===== config.mk =====
export PLATFORM = sky130hd
export DESIGN_NAME = servo_status_frame_receiver_core
export DESIGN_NICKNAME = d
export VERILOG_FILES = /design/src/hdl/ssfr_pkg.sv /design/src/hdl/servo_status_frame_receiver_core.sv /design/src/hdl/ssfr_status_table.sv /design/src/hdl/ssfr_scanner.sv
export VERILOG_INCLUDE_DIRS = /design/src /design/src/hdl
export SDC_FILE = /design/constraint.sdc
export NUM_CORES = 1
export LEC_CHECK = 0
export BUFFER_PORTS_ARGS = -buffer_cell sky130_fd_sc_hd__buf_2
export CAP_MARGIN = 20
export CORE_ASPECT_RATIO = 1.75
export CORE_MARGIN = 8
export CORE_UTILIZATION = 67
export CTS_CLUSTER_DIAMETER = 50
export DETAILED_ROUTE_END_ITERATION = 8
export PLACE_DENSITY = 0.85
export SKIP_LAST_GASP = 1
export SLEW_MARGIN = 20
export SYNTH_ARGS = -nofsm -noshare
export SYNTH_HDL_FRONTEND = slang
export SYNTH_SLANG_ARGS = --single-unit

===== constraint.sdc =====
create_clock -name clk -period 13.6 [get_ports clk]
set_input_delay 2.72 -clock clk [delete_from_list [all_inputs] [get_ports clk]]
set_output_delay 2.72 -clock clk [all_outputs]
set_load 0.05 [all_outputs]

===== src/hdl/servo_status_frame_receiver_core_macros.svh =====
// assertion helpers for the servo status frame receiver
`ifndef SERVO_STATUS_FRAME_RECEIVER_CORE_MACROS_SVH
`define SERVO_STATUS_FRAME_RECEIVER_CORE_MACROS_SVH

// implication checked on every rising clock edge outside reset
`define SSFR_ASSERT_IMP(label, clk, rst_n, ante, cons) \
	label: assert property (@(posedge clk) disable iff (!rst_n) (ante) |-> (cons)) \
		else $error("assertion failed");

// non-overlapping implication checked outside reset
`define SSFR_ASSERT_NEXT(label, clk, rst_n, ante, cons) \
	label: assert property (@(posedge clk) disable iff (!rst_n) (ante) |=> (cons)) \
		else $error("assertion failed");

`endif


===== src/hdl/ssfr_pkg.sv =====
`default_nettype none
package ssfr_pkg;
	localparam int WINDOW_BYTES_DEF = 64;
	localparam logic [7:0] SYNC_A = 8'hFF;
	localparam logic [7:0] SYNC_B = 8'hF5;
	localparam logic [7:0] HEADER_RESET = 8'hFF;
	localparam int MIN_WINDOW = 6;

	typedef enum logic [3:0] {
		ST_IDLE,
		ST_H0,
		ST_H1,
		ST_H2,
		ST_H3,
		ST_SUM,
		ST_CK,
		ST_TBL,
		ST_EMIT,
		ST_FAIL
	} scan_state_t;

	// request from the scanner to the status table
	typedef struct packed {
		logic       wr;
		logic [7:0] id;
		logic [7:0] status;
	} tbl_wr_t;
endpackage
`default_nettype wire


===== src/hdl/servo_status_frame_receiver_core.sv =====
`default_nettype none
// Servo status frame receiver. Each start transfer stores one byte into the
// receive window (up to WINDOW_BYTES; extra bytes are dropped). A transfer
// with end_of_window set starts a scan of the window: each offset is read
// through the single read port of the window memory, header bytes first and
// then every byte from status to checksum, moving on to the next offset if
// the header or checksum fails; a passing frame writes the status table, and
// results then come one per cycle with a strobe; the receiver cannot stall
// them. busy is high during the scan and after reset while the 256-entry
// per-id status table is cleared. Non-final bytes leave the receiver idle.
module servo_status_frame_receiver_core #(
	parameter int WINDOW_BYTES = ssfr_pkg::WINDOW_BYTES_DEF
) (
	input  wire        clk,
	input  wire        arst_n,
	input  wire        start,
	output logic       busy,
	input  wire        cfg_we,
	input  wire [7:0]  cfg_wdata,
	input  wire [7:0]  rx_byte,
	input  wire        end_of_window,
	input  wire [7:0]  wanted_id,
	input  wire [7:0]  max_params,
	output logic       strobe,
	output logic       found,
	output logic [7:0] status_code,
	output logic [5:0] copy_count,
	output logic [7:0] param_byte,
	output logic       byte_valid,
	output logic       last_result
);
	import ssfr_pkg::*;

	logic [7:0] header_q;
	tbl_wr_t    tbl_wr;
	logic       tbl_busy;

	// header register
	always_ff @(posedge clk or negedge arst_n) begin
		if (!arst_n) header_q <= HEADER_RESET;
		else if (cfg_we) header_q <= cfg_wdata;
	end

	ssfr_scanner #(.WINDOW_BYTES(WINDOW_BYTES)) u_scan (
		.clk, .arst_n, .start, .hold(tbl_busy), .rx_byte, .end_of_window,
		.wanted_id, .max_params, .header_first(header_q), .busy, .tbl_wr,
		.strobe, .found, .status_code, .copy_count, .param_byte, .byte_valid,
		.last_result
	);

	ssfr_status_table u_tbl (.clk, .arst_n, .wr_req(tbl_wr), .busy(tbl_busy));
endmodule
`default_nettype wire


===== src/hdl/ssfr_status_table.sv =====
`default_nettype none
module ssfr_status_table (
	input  wire             clk,
	input  wire             arst_n,
	input  wire ssfr_pkg::tbl_wr_t wr_req,
	output logic            busy
);
	import ssfr_pkg::*;

	logic [7:0] mem [256];
	logic [7:0] clr_addr_q;
	logic       clearing_q;

	// clearing pass after reset, one entry a cycle
	always_ff @(posedge clk or negedge arst_n) begin
		if (!arst_n) begin
			clr_addr_q <= '0;
			clearing_q <= 1'b1;
		end else if (clearing_q) begin
			clr_addr_q <= clr_addr_q + 8'd1;
			if (clr_addr_q == 8'hFF) clearing_q <= 1'b0;
		end
	end

	// table write port
	always_ff @(posedge clk) begin
		if (clearing_q) mem[clr_addr_q] <= '0;
		else if (wr_req.wr) mem[wr_req.id] <= wr_req.status;
	end

	assign busy = clearing_q;
endmodule
`default_nettype wire


===== src/hdl/ssfr_scanner.sv =====
`default_nettype none
`include "servo_status_frame_receiver_core_macros.svh"
module ssfr_scanner #(
	parameter int WINDOW_BYTES = ssfr_pkg::WINDOW_BYTES_DEF
) (
	input  wire        clk,
	input  wire        arst_n,
	input  wire        start,
	input  wire        hold,
	input  wire [7:0]  rx_byte,
	input  wire        end_of_window,
	input  wire [7:0]  wanted_id,
	input  wire [7:0]  max_params,
	input  wire [7:0]  header_first,
	output logic       busy,
	output ssfr_pkg::tbl_wr_t tbl_wr,
	output logic       strobe,
	output logic       found,
	output logic [7:0] status_code,
	output logic [5:0] copy_count,
	output logic [7:0] param_byte,
	output logic       byte_valid,
	output logic       last_result
);
	import ssfr_pkg::*;

	localparam int AW = $clog2(WINDOW_BYTES);
	localparam int CW = $clog2(WINDOW_BYTES + 1);
	localparam int PW = CW + 1;
	localparam int XW = PW + 2;

	logic [7:0] mem [WINDOW_BYTES];
	logic [7:0] rd_s1;
	logic [AW-1:0] rd_addr;
	logic       wr_en;

	scan_state_t state_q, state_d;
	logic [CW-1:0] cnt_q, cnt_d;
	logic [PW-1:0] off_q, off_d;
	logic [PW-1:0] ptr_q, ptr_d;
	logic [PW-1:0] ckpos_q, ckpos_d;
	logic [7:0] want_q, want_d, maxp_q, maxp_d;
	logic [7:0] len_q, len_d, st_q, st_d, sum_q, sum_d;
	logic [7:0] copy_q, copy_d, emit_q, emit_d;
	logic [PW:0] last_start;
	logic [XW-1:0] ck_end;

	// window memory, one write and one registered read
	always_ff @(posedge clk) begin
		if (wr_en) mem[cnt_q[AW-1:0]] <= rx_byte;
		rd_s1 <= mem[rd_addr];
	end

	always_ff @(posedge clk or negedge arst_n) begin
		if (!arst_n) begin
			state_q <= ST_IDLE;
			cnt_q   <= '0;
		end else begin
			state_q <= state_d;
			cnt_q   <= cnt_d;
		end
	end

	always_ff @(posedge clk) begin
		off_q <= off_d; ptr_q <= ptr_d; ckpos_q <= ckpos_d;
		want_q <= want_d; maxp_q <= maxp_d; len_q <= len_d;
		st_q <= st_d; sum_q <= sum_d; copy_q <= copy_d; emit_q <= emit_d;
	end

	assign last_start = {1'b0, off_q} + (PW+1)'(6);
	assign ck_end = {2'b0, off_q} + XW'(3) + XW'(rd_s1);

	// scan sequencer: each read is issued in the state ahead of the one that uses its data
	always_comb begin
		state_d = state_q; cnt_d = cnt_q; off_d = off_q; ptr_d = ptr_q;
		ckpos_d = ckpos_q; want_d = want_q; maxp_d = maxp_q; len_d = len_q;
		st_d = st_q; sum_d = sum_q; copy_d = copy_q; emit_d = emit_q;
		wr_en = 1'b0; rd_addr = ptr_q[AW-1:0];
		tbl_wr = '0; strobe = 1'b0; found = 1'b0; status_code = '0;
		copy_count = '0; param_byte = '0; byte_valid = 1'b0; last_result = 1'b0;
		busy = (state_q != ST_IDLE) || hold;
		case (state_q)
			ST_IDLE: begin
				if (start && !hold) begin
					if (cnt_q < CW'(WINDOW_BYTES)) begin
						wr_en = 1'b1;
						cnt_d = cnt_q + CW'(1);
					end
					if (end_of_window) begin
						want_d = wanted_id;
						maxp_d = max_params;
						off_d = '0;
						ptr_d = '0;
						rd_addr = '0;
						if (cnt_d < CW'(MIN_WINDOW)) state_d = ST_FAIL;
						else state_d = ST_H0;
					end
				end
			end
			ST_H0: begin
				// header byte at the offset; next read offset+1
				if (rd_s1 != header_first) begin
					sum_d = 8'd1; state_d = ST_CK;
				end else begin
					rd_addr = AW'(off_q + PW'(1)); state_d = ST_H1;
				end
			end
			ST_H1: begin
				if (rd_s1 != SYNC_A && rd_s1 != SYNC_B) begin
					sum_d = 8'd1; state_d = ST_CK;
				end else begin
					rd_addr = AW'(off_q + PW'(2)); state_d = ST_H2;
				end
			end
			ST_H2: begin
				if (rd_s1 != want_q) begin
					sum_d = 8'd1; state_d = ST_CK;
				end else begin
					rd_addr = AW'(off_q + PW'(3)); state_d = ST_H3;
				end
			end
			ST_H3: begin
				len_d = rd_s1;
				ckpos_d = PW'(ck_end);
				if (rd_s1 < 8'd2 || ck_end >= XW'(cnt_q)) begin
					sum_d = 8'd1; state_d = ST_CK;
				end else begin
					sum_d = want_q + rd_s1;
					ptr_d = off_q + PW'(4);
					rd_addr = AW'(off_q + PW'(4));
					state_d = ST_SUM;
					emit_d = 8'd0;
				end
			end
			ST_SUM: begin
				// status then params then checksum stream in order
				if (ptr_q == ckpos_q) begin
					if (rd_s1 == ~sum_q) state_d = ST_TBL;
					else begin
						sum_d = 8'd1; state_d = ST_CK;
					end
				end else begin
					if (emit_q == 8'd0) st_d = rd_s1;
					sum_d = sum_q + rd_s1;
					emit_d = 8'd1;
					ptr_d = ptr_q + PW'(1);
					rd_addr = AW'(ptr_q + PW'(1));
				end
			end
			ST_CK: begin
				// advance to next offset or give up
				if ({1'b0, last_start} >= (PW+2)'(cnt_q)) state_d = ST_FAIL;
				else begin
					off_d = off_q + PW'(1);
					rd_addr = AW'(off_q + PW'(1));
					state_d = ST_H0;
				end
			end
			ST_TBL: begin
				tbl_wr.wr = 1'b1; tbl_wr.id = want_q; tbl_wr.status = st_q;
				copy_d = ((len_q - 8'd2) < maxp_q) ? (len_q - 8'd2) : maxp_q;
				emit_d = 8'd0;
				ptr_d = off_q + PW'(5);
				rd_addr = AW'(off_q + PW'(5));
				state_d = ST_EMIT;
			end
			ST_EMIT: begin
				strobe = 1'b1; found = 1'b1; status_code = st_q;
				copy_count = copy_q[5:0];
				if (copy_q == 8'd0) begin
					last_result = 1'b1; state_d = ST_IDLE; cnt_d = '0;
				end else begin
					param_byte = rd_s1; byte_valid = 1'b1;
					emit_d = emit_q + 8'd1;
					ptr_d = ptr_q + PW'(1);
					rd_addr = AW'(ptr_q + PW'(1));
					if (emit_q + 8'd1 == copy_q) begin
						last_result = 1'b1; state_d = ST_IDLE; cnt_d = '0;
					end
				end
			end
			ST_FAIL: begin
				strobe = 1'b1; last_result = 1'b1;
				state_d = ST_IDLE; cnt_d = '0;
			end
			default: state_d = ST_IDLE;
		endcase
	end

	`SSFR_ASSERT_IMP(a_fail_clean, clk, arst_n, strobe && !found, status_code == 8'd0 && !byte_valid)
	`SSFR_ASSERT_NEXT(a_last_idle, clk, arst_n, strobe && last_result, state_q == ST_IDLE && cnt_q == '0)
	`SSFR_ASSERT_IMP(a_cnt_bound, clk, arst_n, 1'b1, cnt_q <= CW'(WINDOW_BYTES))
endmodule
`default_nettype wire

======== After elaboration in Yosys (flattened, before gate mapping) ========
Memory sizes are Yosys's and may differ from the RTL's. A register that Yosys moved wholly into a read port is not among the register bits.
Index checks and enable logic that the tools add are counted.
word-level totals
  flip-flop bits (word level) ............. 108
  latch bits .............................. 0
  RAM bits ................................ 512
  memory bits (read-only) ................. 0
  input port bits ......................... 37
  output and inout bits ................... 27
  logic and storage cells ................. 159
  memories kept ........................... 1
operators by class
  add/sub/neg operators ................... 15
  multiply operators ...................... 0
  divide/modulo/power cells ............... 0
  $lt $le $gt $ge ......................... 6
  equal/unequal tests ..................... 29
  shifts and indexed selects .............. 0
  mux-type cells .......................... 68
  bitwise operators ....................... 2
  reduce and logical (&&, ||, !) cells .... 23
memory list
  name        words  bits a word  rd ports  clocked after memory_dff  write ports  RTL line            source
  u_scan.mem  64     8            1         1                         1            ssfr_scanner.sv:32  logic [7:0] mem [WINDOW_BYTES];
operators with widths
  operator                                                                  count
  8-bit two-way mux                                                         19
  8-bit case mux with 5 select lines                                        2
  6-bit two-way mux                                                         10
  6-bit case mux with 9 select lines                                        1
  7-bit two-way mux                                                         6
  4-bit case mux with 9 select lines                                        1
  8-bit by 1-bit adder with 8-bit output (second input constant)            4
  8-bit case mux with 4 select lines                                        1
  4-bit two-way mux                                                         7
  8-bit == test                                                             3
  7-bit case mux with 3 select lines                                        1
  8-bit by 3-bit adder with 8-bit output (second input constant)            2
  8-bit adder                                                               2
  4-bit by 3-bit == test with 1-bit output (second input constant)          4
  8-bit logical NOT                                                         2
  8-bit inequality test                                                     2
  8-bit inequality test (second input constant)                             2
  8-bit case mux with 2 select lines                                        1
  1-bit two-way mux                                                         14
  6-bit by 2-bit adder with 6-bit output (second input constant)            2
  4-bit AND reduction                                                       3
  10-bit by 8-bit adder with 10-bit output                                  1
  10-bit by 7-bit greater-or-equal comparator with 1-bit output             1
  2-bit by 1-bit inequality test with 1-bit output (second input constant)  5
  33 further kinds                                                          47

======== Depth between registers and ports, before layout ========
Gate-level depths: netlist of the first run.
  word-level depth ........................ 9
  mapped depth ............................ 26
  depth with buffers taken out ............ 22

======== By module ========
Synthesis of the first run repeated with hierarchy kept, for this count alone.
second synthesis, totals
  cell total of the unflattened synthesis .. 2001
  area total of the unflattened synthesis .. 28493.6 sq um
modules (own cells, without submodules)
  module                            instances  cells each  area each (sq um)  sequential area each (sq um)
  ssfr_scanner                      1          1954        27756.6            18212.5
  ssfr_status_table                 1          30          395.4              226.5
  servo_status_frame_receiver_core  1          17          341.6              210.2

======== Least setup slack after synthesis of the first run ========
No wires, ideal clock.
  path type ............................... register to register
  from .................................... register u_scan.off_q[0]
  to ...................................... register u_scan.rd_s1[6], read port of u_scan.mem
  library setup time ...................... 0.134 ns
  data arrival time ....................... 5.398 ns
  data required time ...................... 13.466 ns
  path slack .............................. 8.068 ns
  cell stages (with the launch flop) ...... 24
  buffers on the path ..................... 3
  clock period less this slack ............ 5.532 ns
  cells stage by stage .................... edfxtp_1 clkbuf_1 inv_1 ha_1 inv_1 fa_1 a211oi_1 nor2_1 o21a_1 nor2_1 xnor2_1 ha_1 nand2_1 a211o_1 nand3b_1 nor4_1 or3_1 buf_4 nor2_4 buf_2 mux4_2 nand4b_1 o211ai_1 or4_1
between the ends
  cells in the longest elaborated chain, start to end .. 6
  elaborated cells on any way between the ends .. 17
  classes of those cells .................. 8 x add/sub; 2 x order compare; 6 x mux; 1 x reduce/logical
ends and longest elaborated chain
  item                                                           RTL line             source
  start, declared                                                ssfr_scanner.sv:39   logic [PW-1:0] off_q, off_d;
  start signal, assigned                                         ssfr_scanner.sv:65   off_q <= off_d; ptr_q <= ptr_d; ckpos_q <= ckpos_d;
  8-bit by 2-bit adder with 9-bit output                         ssfr_scanner.sv:71   assign ck_end = {2'b0, off_q} + XW'(3) + XW'(rd_s1);
  10-bit by 8-bit adder with 10-bit output                       ssfr_scanner.sv:71
  named net u_scan.ck_end[6]                                     ssfr_scanner.sv:46   logic [XW-1:0] ck_end;
  10-bit by 7-bit greater-or-equal comparator with 1-bit output  ssfr_scanner.sv:125  if (rd_s1 < 8'd2 || ck_end >= XW'(cnt_q)) begin
  1-bit logical OR                                               ssfr_scanner.sv:125
  6-bit two-way mux                                              ssfr_scanner.sv:125
  6-bit case mux with 9 select lines                             ssfr_scanner.sv:82   case (state_q)
  end, declared                                                  ssfr_scanner.sv:33   logic [7:0] rd_s1;
The timed path passes the listed nets, and every way through them passes these cells.
A chain may end at the register's enable or synchronous reset.

======== Worst setup path in the final report of the first run ========
  from .................................... register u_scan.off_q[0]
  to ...................................... register u_scan.rd_s1[2], read port of u_scan.mem
The elaborated chain is that of the path after synthesis.

==> flow_summary.toml, run 1 <==
[outcome]
run_status = "completed"

[logic_synthesis]
async_flop_share = 0.04459
ys.flop_type = "edfxtp_1"
syn-num-nets = 1792
synth_area_per_cell_um2 = 16.23
yosys_warnings = 0
ys_seq_area_frac = 0.6783
synthesis.area_um2 = 27490
ys_types = 87
syn_inst = 1694
ys_ff_latch = 628
synth_edf_count = 592

[clocking]
post_cts_buffers = 0
clock_path_buffers = 3
cts.sinks = 628
cts_made_buffers = 53
cts_tree = "yes"
clkLatencyLatePin_ns = 0.61
cts.clk_slew.worst_paths_ns = 0.07
ctsResizeCount = 0
htreeDepth = 2
cts-hold-fix-buffers = 0
root_buffer = "clkbuf_16"

[finish]
fin_nets = 1854
finalNonFillerCells = 2352
syn_to_final_growth_pct = 9.730
utilization = 0.7411
nFillCells = 2364
final_layout_size_suffix_gt1_frac = 0.1910

[power]
ir_drop_mv = 0.2619
power_density_nw_per_um2 = 255.1
power_uw = 7697
clkPwrFrac = 0.210
p_leak_uw = 0.01015
power.switching_uw = 3062
internal_power_uw = 4634
p_comb_frac = 0.470
p_seq_frac = 0.320
sw_frac_of_total = 0.3979

[routing]
drtPass1Iterations = 6
drt_iter0_markers = 1976
via_per_inst = 6.983
drc = 0
wl_um = 72200
ant_nets = 0
wl_per_cell_um = 30.70
via_count = 16420

[critical_path]
endpoint = "u_scan.rd_s1[2]"
setup.worst_path.end_class = "flop"
cp.required_ns = 14.08
r2r_end = "u_scan.rd_s1[2]"
r2r_start = "u_scan.off_q[0]"
crit_type = "flop to flop"
path_max_fanout = 76
startpoint = "u_scan.off_q[0]"
worstSetupStartpointType = "flop"
r2r_slack_ns = 6.04
r2r_cells = 21
crit_arrival_ns = 8.04

[floorplanning]
num_io_pins = 64
rows = 98
die_h_um = 284.0
initial_core_util = 0.6754
die_x_um = 169.1
die_area_um2 = 48030
coreArea_um2 = 40710

[sta]
setup_violations = 0
setup_tns_ns = 0
worst_pin_slew_ns = 1.080
hold_violations = 0
max-slew-margin-rel = 0.2772
clock-skew-final_ns = 0.01881
slew_viol_final = 0
fin_worst_hold_slack_ns = 0.4580
rsz0062_at_grt = "no"
post-route-min-period_ns = 7.559
post-route-period-util = 0.5558
fmax_mhz = 132.3

[place]
portBuffers = 63
gp_congestion = 0.9778
dp_hpwl_um = 46610
dpl.cell_count = 2250

[global_routing]
antenna_found_initial = 5
grt_max_degree = 77
grt_pass1_wl_um = 107000
grt_pass1_vias = 16880
grt_use_total = 0.3036
grt_remaining_overflow = 0

[run]
cap_violations = 0

[min_path]
worst_hold_path_type = "flop to flop"
registers in the layout, summed over array words and instances, names as in the netlist:
signal	cells
u_scan.want_q	8
u_tbl.clr_addr_q	8
u_scan.st_q	8
u_scan.len_q	8
u_scan.emit_q	8
u_scan.ptr_q	8
u_scan.maxp_q	8
u_scan.state_q	4
u_scan.copy_q	8
u_scan.mem	512
u_scan.ckpos_q	8
u_scan.rd_s1	8
u_scan.off_q	8
header_q	8
u_scan.cnt_q	7
u_scan.sum_q	8
u_tbl.busy	1
kinds of logic after synthesis:
| family | synth area share |
|---|---|
| xor gates and xnor gates | 0.02803 |
| DFF | 0.6783 |
| adders and majority gates | 0.02858 |
| and+or+nand+nor | 0.07445 |
| AOI/OAI and AO/OA | 0.05834 |
| buffers and inverters | 0.02043 |
| muxes | 0.1119 |
power by group through the flow:
stage | sequential, uW | clock [uW] | combinational [uW]
5_1_grt | 2470 | 1690 | 3820
3_3_place_gp | 2490 | 0 | 3400
2_1_floorplan | 2410 | 0 | 2580
6_report | 2460 | 1620 | 3620
4_1_cts | 2450 | 1620 | 3540
3_5_place_dp | 2490 | 0 | 3480
synth_stat cells (all sizes together) (10+ instances only):
library cell	n	area, um2
nor2	125	479.2
mux4	126	2845
or4	12	90.09
inv	46	172.7
nor3	22	110.1
o21ai	35	178.9
a21o	10	75.07
mux2	16	180.2
a22oi	33	247.7
edfxtp	592	17780
xnor2	47	411.6
and2	18	112.6
nand2b	11	68.82
nor4	12	102.6
a31oi	39	244.0
buf	36	246.5
o22ai	14	87.58
nand3	34	170.2
nand2	115	431.7
dfrtp	19	475.5
nand4	15	108.9
clkbuf	38	142.6
and3	16	100.1
ha	58	725.7
a21oi	37	188.9
xor2	41	359.1
layout make-up:
cell class / count / area, um2 / share of cell area
diodes: 1 / 2.502 / 0.00008295
repair buffers: 81 / 484.2 / 0.01605
clock buffers: 65 / 1433 / 0.04749
well taps: 550 / 688.2 / 0.02281
multi-input cells: 946 / 8314 / 0.2756
flip-flops and latches: 628 / 18650 / 0.6182
inverters: 46 / 172.7 / 0.005723
clock inverters: 35 / 425.4 / 0.01410
worst max-delay path, cell delays in order (launching register included):
cell and delay, ns:
edfxtp_1 0.64, inv_1 0.20, ha_1 0.44, inv_1 0.12, fa_1 0.48, a211oi_1 0.27
nor2_1 0.13, o21a_1 0.18, nor2_1 0.11, xnor2_1 0.10, ha_1 0.30, nand2_1 0.07
a211o_1 0.29, nand3b_1 0.27, o21ai_2 0.18, a21boi_1 0.27, or2_4 0.70, buf_4 0.93
mux4_2 0.41, a22oi_1 0.32, a31oi_1 0.32, or4_1 0.59
metrics by stage:
| stage | instance area, um2 | worst slack (ns) |
|---|---|---|
| after floorplan | 27490 | 8.068 |
| after global placement | 28250 | 5.670 |
| after detailed placement | 28260 | 5.642 |
| after CTS | 30110 | 5.604 |
| after global routing | 30170 | 5.611 |
| final | 30170 | 6.041 |
per-layer routing:
layer | vias to the layer above | global-route usage | routed length (um)
li1 | 6816 | - | -
met1 | 8151 | 0.3238 | 22350
met2 | 1146 | 0.5320 | 37790
met3 | 304 | 0.05501 | 5983
met4 | 6 | 0.2161 | 6028
met5 | - | 0 | 44
cell usage in the layout, fill, tap and decap left out, drive strengths merged, types with 6 or more instances in the layout:
master	instances
a31oi	39
nand2b	11
mux4	126
nand2	115
xor2	41
or3	6
or4	12
nand3	34
clkinv	19
clkbuf	65
a21oi	37
ha	58
nor2	125
dfrtp	19
a22oi	33
o21ai	35
a221oi	6
a211oi	7
o21bai	8
dfxtp	8
nand4	15
nor4	12
buf	81
o22ai	14
nor2b	6
mux2	16
edfxtp	592
and3	16
xnor2	47
bufinv	7
nor3	22
dfstp	9
a21o	10
and2	18
inv	53
worst min path at each step:
stage / from / end / cells after the start
after floorplan: u_tbl.clr_addr_q[7] / u_tbl.busy / 1
after global routing: u_tbl.clr_addr_q[6] / u_tbl.clr_addr_q[6] / 1
final: u_tbl.clr_addr_q[7] / u_tbl.busy / 1
after detailed placement: u_tbl.clr_addr_q[7] / u_tbl.busy / 1
after global placement: u_tbl.clr_addr_q[7] / u_tbl.busy / 1
after CTS: u_tbl.clr_addr_q[7] / u_tbl.busy / 1
Note: power is estimated with default switching activity, not from simulation.
==> run 2: changes to the inputs <==
CORE_UTILIZATION = 63   (was 67)
PLACE_DENSITY = 0.8   (was 0.85)
clock period = 7.5 ns   (was 13.6 ns; I/O delays follow)
==> run 2 against run 1 <==
Sequential power increased by 82%; critical path depth stayed put; routed wire length shrank 2.6%; cell count increased by 0.77%; critical endpoint unchanged; largest cell class unchanged.
==> flow_summary.toml, run 2 (synthesis gave the netlist of run 1 again) <==
[outcome]
run_status = "completed"

[routing]
ant_nets = 0
drt_iter0_markers = 1881
wl_um = 70320
drc = 0
via_count = 16010
wl_per_cell_um = 29.67
via_per_inst = 6.755
drtPass1Iterations = 7

[floorplanning]
rows = 101
die_x_um = 173.9
die_area_um2 = 50840
initial_core_util = 0.6362
num_io_pins = 64
die_h_um = 292.4
coreArea_um2 = 43220

[clocking]
root_buffer = "clkbuf_16"
cts.sinks = 628
htreeDepth = 2
cts_made_buffers = 54
clkLatencyLatePin_ns = 0.59
clock_path_buffers = 3
post_cts_buffers = 0
ctsResizeCount = 0
cts_tree = "yes"
cts.clk_slew.worst_paths_ns = 0.07
cts-hold-fix-buffers = 0

[place]
portBuffers = 63
gp_congestion = 1.015
dp_hpwl_um = 47900

[finish]
final_cell_mix = "edfxtp_1 (592), mux4_2 (124), nor2_1 (119)"
multiInputGateArea_um2 = 8330
syn_to_final_growth_pct = 9.630
utilization = 0.6974
seq_area_um2 = 18650
nFillCells = 2734
largest_register_ffs = 512
largest-register = "u_scan.mem"
fin_nets = 1858
final_layout_size_suffix_gt1_frac = 0.1864
final_common_cell = "edfxtp_1"

[global_routing]
grt_max_degree = 65
antenna_found_initial = 1
grt_pass1_wl_um = 104100
grt_remaining_overflow = 0
grt_pass1_vias = 16550
grt_use_total = 0.2756

[sta]
slew_viol_final = 0
fmax_mhz = 146.9
post-route-min-period_ns = 6.807
max-slew-margin-rel = 0.3157
hold_violations = 0
setup_tns_ns = 0
clock-skew-final_ns = 0.01712
rsz0062_at_grt = "no"
worst_pin_slew_ns = 1.023
setup_violations = 0
post-route-period-util = 0.9076

[critical_path]
path_cells = "inv_1 -> ha_1 -> inv_1 -> fa_1 -> a211oi_1 -> nor2_1 -> o21a_1 -> nor2_1 -> xnor2_1 -> ha_1 -> nand2_1 -> a211o_1 -> nand3b_1 -> o21ai_2 -> a21boi_1 -> or2_4 -> buf_12 -> mux4_2 -> a22oi_1 -> a31oi_1 -> or4_1"
setup.worst_path.end_class = "flop"
cp.required_ns = 7.97
path_buf_inv = 3
cpPeakStageDelay_ns = 0.77
crit_type = "flop to flop"
crit_arrival_ns = 7.27
worstSetupStartpointType = "flop"
path_max_fanout = 57
slowest_stage = "or2_4"
critical-path-top-delay-family = "simple AND/OR/NAND/NOR gates"

[power]
clkPwrFrac = 0.202
power.switching_uw = 5458
sw_frac_of_total = 0.3956
p_seq_frac = 0.324
power_density_nw_per_um2 = 457.7
p_comb_frac = 0.474
internal_power_uw = 8337
p_leak_uw = 0.01009
ir_drop_mv = 0.5067

[run]
cap_violations = 0

[min_path]
worst_hold_path_type = "flop to flop"
-- run 2: power by group through the flow --
stage	registers, uW	clock network [uW]	logic (uW)
2_1_floorplan	4360	0	4670
3_3_place_gp	4530	0	6370
5_1_grt	4490	2920	6910
3_5_place_dp	4540	0	6460
4_1_cts	4460	2800	6510
6_report	4470	2780	6540
-- run 2: cell type report --
cell class                      count  area share
Clock inverter                     29    0.009049
Multi-Input combinational cell    946      0.2764
Clock buffer                       70     0.04894
Inverter                           46    0.005729
Timing Repair Buffer               84     0.01760
Sequential cell                   628      0.6187
Tap cell                          566     0.02350
Antenna cell                        1  0.00008302
-- run 2: final timing paths --
path / start / endpoint / slack (ns) / cells past startpoint
setup / recovery: u_scan.off_q[0] / u_scan.rd_s1[2] / 0.69 / 21
hold / removal: u_tbl.clr_addr_q[7] / u_tbl.clr_addr_q[7] / 0.48 / 1
setup reg to reg: u_scan.off_q[0] / u_scan.rd_s1[2] / 0.69 / 21
hold reg to reg: u_tbl.clr_addr_q[7] / u_tbl.clr_addr_q[7] / 0.48 / 1
max in group asynchronous: arst_n / u_scan.cnt_q[2] / 6.11 / 1
min in group asynchronous: arst_n / u_tbl.clr_addr_q[3] / 0.95 / 1
-- run 2: stage by stage --
| step | instances | total power [uW] | setup slack, ns | area, um2 | hold slack [ns] |
|---|---|---|---|---|---|
| 6_report | 2370 | 13790 | 0.6928 | 30140 | 0.4791 |
| 5_1_grt | 2369 | 14320 | 0.3624 | 30140 | 0.5042 |
| 4_1_cts | 2369 | 13770 | 0.7674 | 30110 | 0.4782 |
| 3_5_place_dp | 2270 | 10990 | 0.7814 | 28360 | 0.4662 |
| 3_3_place_gp | 2270 | 10900 | 0.8035 | 28360 | 0.4431 |
| 2_1_floorplan | 1694 | 9031 | 1.968 | 27490 | 0.4239 |
-- run 2: layer usage --
metal  wire length (um)  track usage
met1              22070       0.2851
met2              37490       0.4938
met3               4219      0.03700
met4               6547       0.2228
met5                  0            0
